===== config.mk =====
export PLATFORM = sky130hd
export DESIGN_NAME = evdp_ctrl
export DESIGN_NICKNAME = d
export VERILOG_FILES = /design/src/design/evdp_pkg.sv /design/src/design/evdp_ctrl.sv
export SDC_FILE = /design/constraint.sdc
export NUM_CORES = 1
export LEC_CHECK = 0
export ABC_CLOCK_PERIOD_IN_PS = 2900
export BUFFER_PORTS_ARGS = -buffer_cell sky130_fd_sc_hd__buf_2
export CORE_AREA = 2 2 39 41
export CTS_CLUSTER_SIZE = 16
export DETAILED_ROUTE_END_ITERATION = 8
export DIE_AREA = 0 0 41 43
export PLACE_DENSITY_LB_ADDON = 0.05
export SETUP_SLACK_MARGIN = 0.4
export SYNTH_ARGS = -nofsm -noshare
export SYNTH_HDL_FRONTEND = slang
export SYNTH_SLANG_ARGS = --single-unit

===== constraint.sdc =====
create_clock -name clk -period 2.9 [get_ports clk]
set_input_delay 0.58 -clock clk [delete_from_list [all_inputs] [get_ports clk]]
set_output_delay 0.58 -clock clk [all_outputs]
set_load 0.1 [all_outputs]

===== src/design/evdp_pkg.sv =====
// Shared constants, control/status types and register codes for the extremal vertex core.
package evdp_pkg;

    localparam int MAX_DIM    = 32;
    localparam int VALUE_BITS = 32;

    // field widths of the channels
    localparam int POS_W   = 5;
    localparam int VALUE_W = 32;
    localparam int SUM_W   = 64;
    localparam int NUM_W   = 16;
    localparam int DIM_W   = 6;

    localparam int CFG_IDX_W  = 4;
    localparam int CFG_DATA_W = 8;

    localparam int ADDR_W  = (MAX_DIM > 1) ? $clog2(MAX_DIM) : 1;
    localparam int EDIM_W  = $clog2(MAX_DIM + 1);
    localparam int CMP_W0  = (DIM_W > EDIM_W) ? DIM_W : EDIM_W;
    localparam int CMP_W1  = (CMP_W0 > POS_W) ? CMP_W0 : POS_W;
    localparam int CMP_W   = (CMP_W1 > ADDR_W) ? CMP_W1 + 1 : ADDR_W + 1;
    localparam int PROD_W  = 2 * VALUE_BITS;

    localparam int COEF_DEPTH = 1 << ADDR_W;
    localparam int VERT_DEPTH = 2 << ADDR_W;

    localparam logic [CFG_IDX_W-1:0] REG_DIM_IN_USE     = CFG_IDX_W'(0);
    localparam logic [CFG_IDX_W-1:0] REG_SELECT_NEAREST = CFG_IDX_W'(1);

    localparam logic [DIM_W-1:0] DIM_RESET = DIM_W'(32);

    typedef struct packed {
        logic load_coef;
        logic load_coord;
        logic mul;
        logic acc;
        logic decide;
        logic emit_rd;
        logic emit_next;
        logic emit_done;
    } evdp_cmd_t;

    typedef struct packed {
        logic op_coord;
        logic pos_ok;
        logic vertex_last;
        logic set_final;
        logic emit_last;
    } evdp_stat_t;

endpackage


===== src/design/evdp_ctrl.sv =====
// Controller: sequences accept, multiply, accumulate, decision and the result run.
module evdp_ctrl (
    input  logic                 clk,
    input  logic                 rst_n,
    input  logic                 in_valid,
    output logic                 in_ready,
    output logic                 out_valid,
    input  logic                 out_ready,
    input  evdp_pkg::evdp_stat_t stat,
    output evdp_pkg::evdp_cmd_t  cmd
);

    localparam logic [2:0] S_IDLE = 3'd0;
    localparam logic [2:0] S_MUL  = 3'd1;
    localparam logic [2:0] S_ACC  = 3'd2;
    localparam logic [2:0] S_DIST = 3'd3;
    localparam logic [2:0] S_RD   = 3'd4;
    localparam logic [2:0] S_OUT  = 3'd5;

    logic [2:0] state_reg;
    logic [2:0] state_next;

    assign in_ready  = state_reg == S_IDLE;
    assign out_valid = state_reg == S_OUT;

    always_comb
    begin
        state_next = state_reg;
        cmd        = '0;
        unique case (state_reg)
            S_IDLE:
            begin
                if (in_valid)
                begin
                    if (!stat.op_coord)
                    begin
                        cmd.load_coef = 1'b1;
                    end
                    else if (stat.pos_ok)
                    begin
                        cmd.load_coord = 1'b1;
                        state_next     = S_MUL;
                    end
                end
            end
            S_MUL:
            begin
                cmd.mul    = 1'b1;
                state_next = S_ACC;
            end
            S_ACC:
            begin
                cmd.acc    = 1'b1;
                state_next = stat.vertex_last ? S_DIST : S_IDLE;
            end
            S_DIST:
            begin
                cmd.decide = 1'b1;
                state_next = stat.set_final ? S_RD : S_IDLE;
            end
            S_RD:
            begin
                cmd.emit_rd = 1'b1;
                state_next  = S_OUT;
            end
            S_OUT:
            begin
                if (out_ready)
                begin
                    if (stat.emit_last)
                    begin
                        cmd.emit_done = 1'b1;
                        state_next    = S_IDLE;
                    end
                    else
                    begin
                        cmd.emit_next = 1'b1;
                        state_next    = S_RD;
                    end
                end
            end
            default:
            begin
                state_next = S_IDLE;
            end
        endcase
    end

    always_ff @(posedge clk or negedge rst_n)
    begin
        if (!rst_n)
        begin
            state_reg <= S_IDLE;
        end
        else
        begin
            state_reg <= state_next;
        end
    end

    a_no_overlap: assert property (@(posedge clk) disable iff (!rst_n)
        !(in_ready && out_valid))
        else $error("input accepted while a result beat is pending");

    a_coord_to_mul: assert property (@(posedge clk) disable iff (!rst_n)
        cmd.load_coord |=> cmd.mul)
        else $error("coordinate beat not followed by multiply");

    a_mul_to_acc: assert property (@(posedge clk) disable iff (!rst_n)
        cmd.mul |=> cmd.acc)
        else $error("multiply not followed by accumulate");

    a_done_idle: assert property (@(posedge clk) disable iff (!rst_n)
        cmd.emit_done |=> (state_reg == S_IDLE))
        else $error("run end did not return to idle");

endmodule


==> flow_summary.html, run 1 <==
<table>
<tr><th>Metric</th><th>Value</th></tr>
<tr><th colspan="2">STA</th></tr>
<tr><td>Maximum clock skew at final layout</td><td>between 0.2 and 0.3 ps</td></tr>
<tr><td>Final worst path period share</td><td>between 70% and 80%</td></tr>
<tr><td>Worst Max-Slew Pin Slew</td><td>roughly 480 ps</td></tr>
<tr><td>Hold Vio Cnt, Final</td><td>0</td></tr>
<tr><td>Unrepaired setup endpoints after global routing</td><td>false</td></tr>
<tr><td>Remaining max-slew budget at the tightest pin</td><td>between 60% and 70%</td></tr>
<tr><td>Final worst path period need</td><td>between 2000 and 2500 ps</td></tr>
<tr><td>Max Freq</td><td>approximately 450 MHz</td></tr>
<tr><td>Final setup viols</td><td>0</td></tr>
<tr><td>Slew Viols, Final</td><td>0</td></tr>
<tr><th colspan="2">Global routing</th></tr>
<tr><td>Met3 usage in global routing</td><td>~4.7%</td></tr>
<tr><td>Most crowded layer after global routing</td><td>met2</td></tr>
<tr><td>Largest net degree at the start of global routing</td><td>11</td></tr>
<tr><td>Met2 usage in global routing</td><td>13.1%</td></tr>
<tr><td>GRT Residual Overflow</td><td>0</td></tr>
<tr><td>Number of antenna violations at the first check in global routing</td><td>0</td></tr>
<tr><td>Met1 track demand over resource</td><td>11.2%</td></tr>
<tr><td>Global-route wire length before repair</td><td>around 1.1 mm</td></tr>
<tr><td>Global Route Usage Sum</td><td>about a tenth</td></tr>
<tr><td>Number of global-route vias before repair</td><td>between 200 and 300</td></tr>
<tr><th colspan="2">Place</th></tr>
<tr><td>Count of buffers inserted at the top-level ports</td><td>18</td></tr>
<tr><td>Post-Place Cells</td><td>between 50 and 60</td></tr>
<tr><td>Placed wire-length estimate</td><td>roughly 540 um</td></tr>
<tr><td>Final weighted congestion in routability-driven placement</td><td>0.640</td></tr>
<tr><th colspan="2">Critical path</th></tr>
<tr><td>Arrival time at the worst endpoint</td><td>between 1500 and 2000 ps</td></tr>
<tr><td>Worst reg2reg path startpoint</td><td>state_reg[1]</td></tr>
<tr><td>Worst-path fanout max</td><td>7</td></tr>
<tr><td>Data required time at the worst endpoint</td><td>2320 ps</td></tr>
<tr><td>Endpoint class of the critical path</td><td>output pin</td></tr>
<tr><td>Start point of the critical path</td><td>state_reg[2]</td></tr>
<tr><td>WS Path Type</td><td>reg2out</td></tr>
<tr><td>Worst reg-to-reg path cell count</td><td>2</td></tr>
<tr><td>Capturing point of the worst reg2reg path</td><td>state_reg[0]</td></tr>
<tr><td>Startpoint types</td><td>flip-flop</td></tr>
<tr><td>R2r setup slk</td><td>approximately 1900 ps</td></tr>
<tr><th colspan="2">Floorplan</th></tr>
<tr><td>Die Height</td><td>about 43 um</td></tr>
<tr><td>Rows</td><td>14</td></tr>
<tr><td>Core Footprint</td><td>roughly 0.0014 mm2</td></tr>
<tr><td>Die area</td><td>approximately 0.0018 mm2</td></tr>
<tr><td>Die width</td><td>slightly above 40 um</td></tr>
<tr><td>Starting density of the core</td><td>between 15 and 20%</td></tr>
<tr><td>Number of primary I/O pins</td><td>19</td></tr>
<tr><th colspan="2">Routing</th></tr>
<tr><td>Initial detailed-routing violation count</td><td>1</td></tr>
<tr><td>DR pass1 iterations</td><td>2</td></tr>
<tr><td>WL per Instance</td><td>roughly 11 um</td></tr>
<tr><td>Total number of vias</td><td>approximately 270</td></tr>
<tr><td>DRC errors left</td><td>0</td></tr>
<tr><td>Routed via count divided by cell count</td><td>approximately 4.4</td></tr>
<tr><td>Sum of routed wire length over all layers</td><td>around 700 um</td></tr>
<tr><td>Residual antenna-violating net count after detailed routing</td><td>0</td></tr>
<tr><th colspan="2">Clocking</th></tr>
<tr><td>Clock transition at the registers of the reported paths</td><td>about 40 ps</td></tr>
<tr><td>Setup Buffers After CTS</td><td>0</td></tr>
<tr><td>Cell at the root of the clock tree</td><td>clkbuf_4</td></tr>
<tr><td>Worst-Skew Late Latency</td><td>230 ps</td></tr>
<tr><td>Total clock buffers created by CTS</td><td>3</td></tr>
<tr><td>Number of levels the H-tree was split into</td><td>1</td></tr>
<tr><td>Clk sink count</td><td>3</td></tr>
<tr><td>TritonCTS clock tree</td><td>yes</td></tr>
<tr><td>Hold bufs inserted after CTS</td><td>0</td></tr>
<tr><td>Number of buffers on the longest clock path</td><td>2</td></tr>
<tr><td>Count of instances resized after the clock tree is built</td><td>0</td></tr>
<tr><th colspan="2">Layout</th></tr>
<tr><td>Max reg flops</td><td>3</td></tr>
<tr><td>P&amp;R area growth vs syn</td><td>54.7%</td></tr>
<tr><td>Most frequent standard cell in the layout excluding fill and tap cells</td><td>buf_2</td></tr>
<tr><td>Antenna diode instance count</td><td>0</td></tr>
<tr><td>Fraction of final layout cells with drive strength greater than 1</td><td>between 50% and 60%</td></tr>
<tr><td># nets final</td><td>between 50 and 60</td></tr>
<tr><td>Total of fill cells in the finished design</td><td>~160</td></tr>
<tr><td>Finished Layout Cells</td><td>just over 60</td></tr>
<tr><td>Top library cells by usage in the layout, fill and taps aside</td><td>18 x buf_2, 3 x clkbuf_4, 3 x dfrtp_1</td></tr>
<tr><th colspan="2">Synthesis</th></tr>
<tr><td>Ys Warns</td><td>0</td></tr>
<tr><td>Distinct cell type count of the synthesized netlist</td><td>20</td></tr>
<tr><td>Synth Area per Inst</td><td>9.61 um2</td></tr>
<tr><td>Cell area after synthesis</td><td>roughly 240 um2</td></tr>
<tr><td>Sequential cell area fraction in the yosys report</td><td>31.3%</td></tr>
<tr><td>Post-synthesis net count</td><td>34</td></tr>
<tr><td>Total of flip-flops plus latches after synthesis</td><td>3</td></tr>
<tr><td>Synthesized instance count</td><td>25</td></tr>
<tr><th colspan="2">Flow run</th></tr>
<tr><td>Max cap viols</td><td>0</td></tr>
<tr><th colspan="2">Run status</th></tr>
<tr><td>Outcome</td><td>finished, final reports clean</td></tr>
<tr><th colspan="2">Hold path</th></tr>
<tr><td>Worst hold path type</td><td>in2async</td></tr>
</table>
worst max-delay path by stage:
| stage | cells after the start | endpoint | slack (ps) |
|---|---|---|---|
| global route | 3 | cmd[6] | 630 |
| global placement | 4 | cmd[1] | 920 |
| finish | 3 | cmd[6] | 700 |
| detailed placement | 4 | cmd[1] | 910 |
| CTS | 3 | cmd[6] | 680 |
| floorplan | 3 | cmd[6] | -400 |
synthesized netlist by cell type (all sizes together):
master / n / area share (%)
and3: 1 / 2.6
clkbuf: 1 / 2.1
nor2: 2 / 3.1
and3b: 2 / 7.8
and2: 1 / 2.6
buf: 1 / 2.1
o2bb2ai: 1 / 3.6
nor3b: 3 / 11
o221ai: 1 / 3.6
dfrtp: 3 / 31
nand4b: 1 / 3.6
nand4bb: 1 / 4.7
nand2b: 2 / 8.3
nor3: 2 / 6.2
nand2: 2 / 3.1
and4: 1 / 3.6
through the flow:
step / TNS [ps] / hold WS, ps / util (%) / area, um2 / setup slack (ps)
final: 0 / 134 / 26.9 / 372 / 700
after global placement: 0 / 374 / 25.0 / 345 / 919
after CTS: 0 / 125 / 26.9 / 372 / 677
after floorplan: -1270 / 284 / - / 245 / -396
after detailed placement: 0 / 378 / 25.0 / 345 / 905
after global routing: 0 / 120 / 26.9 / 372 / 626
worst max-delay path, stage by stage, from the launching register on:
cell     delay [ps]
dfrtp_1         490
nor3_2          270
and4_1          210
buf_2           420
area by class of cell:
cell class | count | area, um2 | share of cell area [%]
flip-flops and latches | 3 | 75.1 | 20.2
multi-input cells | 20 | 160 | 43.1
clock buffers | 4 | 26.3 | 7.07
repair buffers | 18 | 90.1 | 24.2
well taps | 16 | 20.0 | 5.39
per-layer routing:
| metal | wire (um) | vias up |
|---|---|---|
| li1 | - | 132 |
| met1 | 299 | 126 |
| met2 | 368 | 8 |
| met3 | 26 | 0 |
| met4 | 0 | 0 |
| met5 | 0 | - |
kinds of logic (layout without fill, tap and decap cells):
family                 after synthesis  after routing  share of synthesized area (%)
AND/OR/NAND/NOR                     18             18                           57.3
flip-flops                           3              3                           31.2
AO/OA/AOI/OAI                        2              2                           7.29
buffers and inverters                2             22                           4.16
Power of run 1 is not shown: default switching activity piles up to over one toggle a cycle in this logic, so the estimate is an artifact.
==> run 2, diff against run 1 <==
- ABC_CLOCK_PERIOD_IN_PS: 2900 -> 2200
- clock period: 2.9 -> 2.2 ns (I/O delays scaled with it)
==> flow_summary.html, run 2 (synthesized netlist as in run 1, its figures left out) <==
<table>
<tr><th>Metric</th><th>Value</th></tr>
<tr><th colspan="2">Critical path</th></tr>
<tr><td>Longest individual stage delay on the worst path</td><td>460 ps (was 490 ps)</td></tr>
<tr><td>Capturing point of the worst reg2reg path</td><td>state_reg[1] (was state_reg[0])</td></tr>
<tr><td>Endpoint class of the critical path</td><td>output pin (unchanged)</td></tr>
<tr><td>Top cell family by delay on the critical path</td><td>simple AND/OR/NAND/NOR gates (was flip-flops)</td></tr>
<tr><td>Crit path buf inv count</td><td>1 (unchanged)</td></tr>
<tr><td>Worst reg-to-reg path cell count</td><td>3 (was 2)</td></tr>
<tr><td>Critical Path, Cell by Cell</td><td>nor3_4 &gt; and4_4 &gt; buf_12 (was nor3_2 &gt; and4_1 &gt; buf_2)</td></tr>
<tr><td>Worst-path fanout max</td><td>7 (unchanged)</td></tr>
<tr><td>WS Path Type</td><td>reg2out (unchanged)</td></tr>
<tr><td>R2r setup slk</td><td>1180 ps (was 1890 ps)</td></tr>
<tr><td>Arrival time at the worst endpoint</td><td>1330 ps (was 1620 ps)</td></tr>
<tr><td>Worst reg2reg path startpoint</td><td>state_reg[2] (was state_reg[1])</td></tr>
<tr><td>Startpoint types</td><td>flip-flop (unchanged)</td></tr>
<tr><td>Data required time at the worst endpoint</td><td>1760 ps (was 2320 ps)</td></tr>
<tr><td>Slowest CP cell</td><td>dfrtp_2 (was dfrtp_1)</td></tr>
<tr><th colspan="2">Clocking</th></tr>
<tr><td>Clock transition at the registers of the reported paths</td><td>30 ps (was 40 ps)</td></tr>
<tr><td>Total clock buffers created by CTS</td><td>3 (unchanged)</td></tr>
<tr><td>TritonCTS clock tree</td><td>yes (unchanged)</td></tr>
<tr><td>Clk sink count</td><td>3 (unchanged)</td></tr>
<tr><td>Number of buffers on the longest clock path</td><td>2 (unchanged)</td></tr>
<tr><td>Cell at the root of the clock tree</td><td>clkbuf_4 (unchanged)</td></tr>
<tr><td>Worst-Skew Late Latency</td><td>220 ps (was 230 ps)</td></tr>
<tr><td>Number of levels the H-tree was split into</td><td>1 (unchanged)</td></tr>
<tr><th colspan="2">STA</th></tr>
<tr><td>Slew Viols, Final</td><td>0 (unchanged)</td></tr>
<tr><td>Max Freq</td><td>565 MHz</td></tr>
<tr><td>Final TNS setup</td><td>0 ps (unchanged)</td></tr>
<tr><td>Worst Max-Slew Pin Slew</td><td>301 ps (was 485 ps)</td></tr>
<tr><td>Final worst path period need</td><td>around 1800 ps</td></tr>
<tr><td>Hold Vio Cnt, Final</td><td>0 (unchanged)</td></tr>
<tr><td>Final worst path period share</td><td>approximately four fifths</td></tr>
<tr><td>Minimum hold slack</td><td>449 ps (was 134 ps)</td></tr>
<tr><td>Final setup viols</td><td>0 (unchanged)</td></tr>
<tr><td>Unrepaired setup endpoints after global routing</td><td>true (was false)</td></tr>
<tr><td>Remaining max-slew budget at the tightest pin</td><td>80.1% (was 67.9%)</td></tr>
<tr><td>Maximum clock skew at final layout</td><td>1.00 ps (was 0.253 ps)</td></tr>
<tr><th colspan="2">Layout</th></tr>
<tr><td>Fraction of final layout cells with drive strength greater than 1</td><td>77.4% (was 57.8%)</td></tr>
<tr><td>Area of all sequential standard cells</td><td>78.8 um2 (was 75.1 um2)</td></tr>
<tr><td>Antenna diode instance count</td><td>0 (unchanged)</td></tr>
<tr><td>Most frequent standard cell in the layout excluding fill and tap cells</td><td>buf_4 (was buf_2)</td></tr>
<tr><td>Max reg flops</td><td>3 (unchanged)</td></tr>
<tr><td>Finished Layout Cells</td><td>69 (was 61)</td></tr>
<tr><td># nets final</td><td>63 (was 55)</td></tr>
<tr><td>Total area of multi-input combinational cells</td><td>193 um2 (was 160 um2)</td></tr>
<tr><td>Top library cells by usage in the layout, fill and taps aside</td><td>12 x buf_4, 8 x buf_2, 4 x clkbuf_4 (was 18 x buf_2, 3 x clkbuf_4, 3 x dfrtp_1)</td></tr>
<tr><td>Post-route core utilization</td><td>38.2% (was 26.9%)</td></tr>
<tr><td>Total of fill cells in the finished design</td><td>156 (was 164)</td></tr>
<tr><td>P&amp;R area growth vs syn</td><td>120% (was 54.7%)</td></tr>
<tr><th colspan="2">Place</th></tr>
<tr><td>Count of buffers inserted at the top-level ports</td><td>18 (unchanged)</td></tr>
<tr><td>Placed wire-length estimate</td><td>534 um (was 537 um)</td></tr>
<tr><td>Final weighted congestion in routability-driven placement</td><td>0.659 (was 0.640)</td></tr>
<tr><td>Post-Place Cells</td><td>57 (unchanged)</td></tr>
<tr><th colspan="2">Routing</th></tr>
<tr><td>Residual antenna-violating net count after detailed routing</td><td>0 (unchanged)</td></tr>
<tr><td>DRC errors left</td><td>0 (unchanged)</td></tr>
<tr><td>DR pass1 iterations</td><td>1 (was 2)</td></tr>
<tr><td>Sum of routed wire length over all layers</td><td>732 um (was 695 um)</td></tr>
<tr><td>Total number of vias</td><td>292 (was 266)</td></tr>
<tr><td>Initial detailed-routing violation count</td><td>0 (was 1)</td></tr>
<tr><td>Routed via count divided by cell count</td><td>4.23 (was 4.36)</td></tr>
<tr><td>WL per Instance</td><td>10.6 um (was 11.4 um)</td></tr>
<tr><th colspan="2">Hold path</th></tr>
<tr><td>Worst Hold End</td><td>state_reg[2]</td></tr>
<tr><td>Cells on Worst Hold Path</td><td>2</td></tr>
<tr><td>Worst hold path type</td><td>in2reg (was in2async)</td></tr>
<tr><td>Worst Hold Launch</td><td>stat[1]</td></tr>
<tr><th colspan="2">Floorplan</th></tr>
<tr><td>Starting density of the core</td><td>17.4% (unchanged)</td></tr>
<tr><td>Number of primary I/O pins</td><td>19 (unchanged)</td></tr>
<tr><td>Die width</td><td>41 um (unchanged)</td></tr>
<tr><td>Rows</td><td>14 (unchanged)</td></tr>
<tr><td>Die area</td><td>0.00176 mm2 (unchanged)</td></tr>
<tr><td>Die Height</td><td>43 um (unchanged)</td></tr>
<tr><td>Core Footprint</td><td>0.00138 mm2 (unchanged)</td></tr>
<tr><th colspan="2">Global routing</th></tr>
<tr><td>GRT Residual Overflow</td><td>0 (unchanged)</td></tr>
<tr><td>Number of global-route vias before repair</td><td>288 (was 276)</td></tr>
<tr><td>Global-route wire length before repair</td><td>1.20 mm (was 1.09 mm)</td></tr>
<tr><td>Largest net degree at the start of global routing</td><td>11 (unchanged)</td></tr>
<tr><td>Global Route Usage Sum</td><td>10.8% (was 9.83%)</td></tr>
<tr><td>Number of antenna violations at the first check in global routing</td><td>0 (unchanged)</td></tr>
<tr><th colspan="2">Flow run</th></tr>
<tr><td>Max cap viols</td><td>0 (unchanged)</td></tr>
<tr><th colspan="2">Run status</th></tr>
<tr><td>Outcome</td><td>finished, final reports clean (unchanged)</td></tr>
</table>
## run 2: changes by cell type in the layout (fill, tap and decap cells not counted), sizes merged
cell	before	now
clkbuf	4	5
dlygate4sd3	0	1
buf	18	24
## run 2: per-layer routing
layer  GRT usage (%)  up-vias  wire length, um
met5               0        -                0
met4            10.0        0                0
met3            1.57        0               40
met2            15.3       11              405
met1            13.0      133              285
li1                -      148                -
## run 2: worst max path at each step
stage | startpoint | to | cells past startpoint
2_1_floorplan | state_reg[1] | cmd[6] | 3
3_3_place_gp | state_reg[1] | cmd[6] | 3
3_5_place_dp | state_reg[1] | cmd[6] | 3
4_1_cts | state_reg[0] | cmd[6] | 3
5_1_grt | state_reg[2] | cmd[6] | 3
6_report | state_reg[2] | cmd[6] | 3
## run 2: final cells by class
class	count	area share, %
repair buffers	26	39.8
multi-input cells	20	36.5
flip-flops and latches	3	14.9
clock buffers	4	4.98
well taps	16	3.79
## run 2: worst reg2reg max path, delay by kind of cell (launching register included)
family / cells / cell delay [ps]
buffers and inverters: 1 / 160
DFF: 1 / 460
and+or+nand+nor: 2 / 330
## run 2: what timing repair did
action                                 in CTS  in global routing
gates resized for setup                    16                  4
pin swaps                                   0                  3
setup endpoints to repair                  10                  6
hold buffers                                1                  0
endpoints found under the hold margin       3                  0
buffers inserted                            2                  5
cloned                                      0                  0
## run 2: stage by stage
| step | cell area (um2) | worst slack [ps] |
|---|---|---|
| 2_1_floorplan | 294 | -125 |
| 4_1_cts | 474 | 372 |
| 3_3_place_gp | 379 | 367 |
| 5_1_grt | 528 | 351 |
| 6_report | 528 | 431 |
| 3_5_place_dp | 379 | 345 |
Power of run 2 is left out for the same reason.
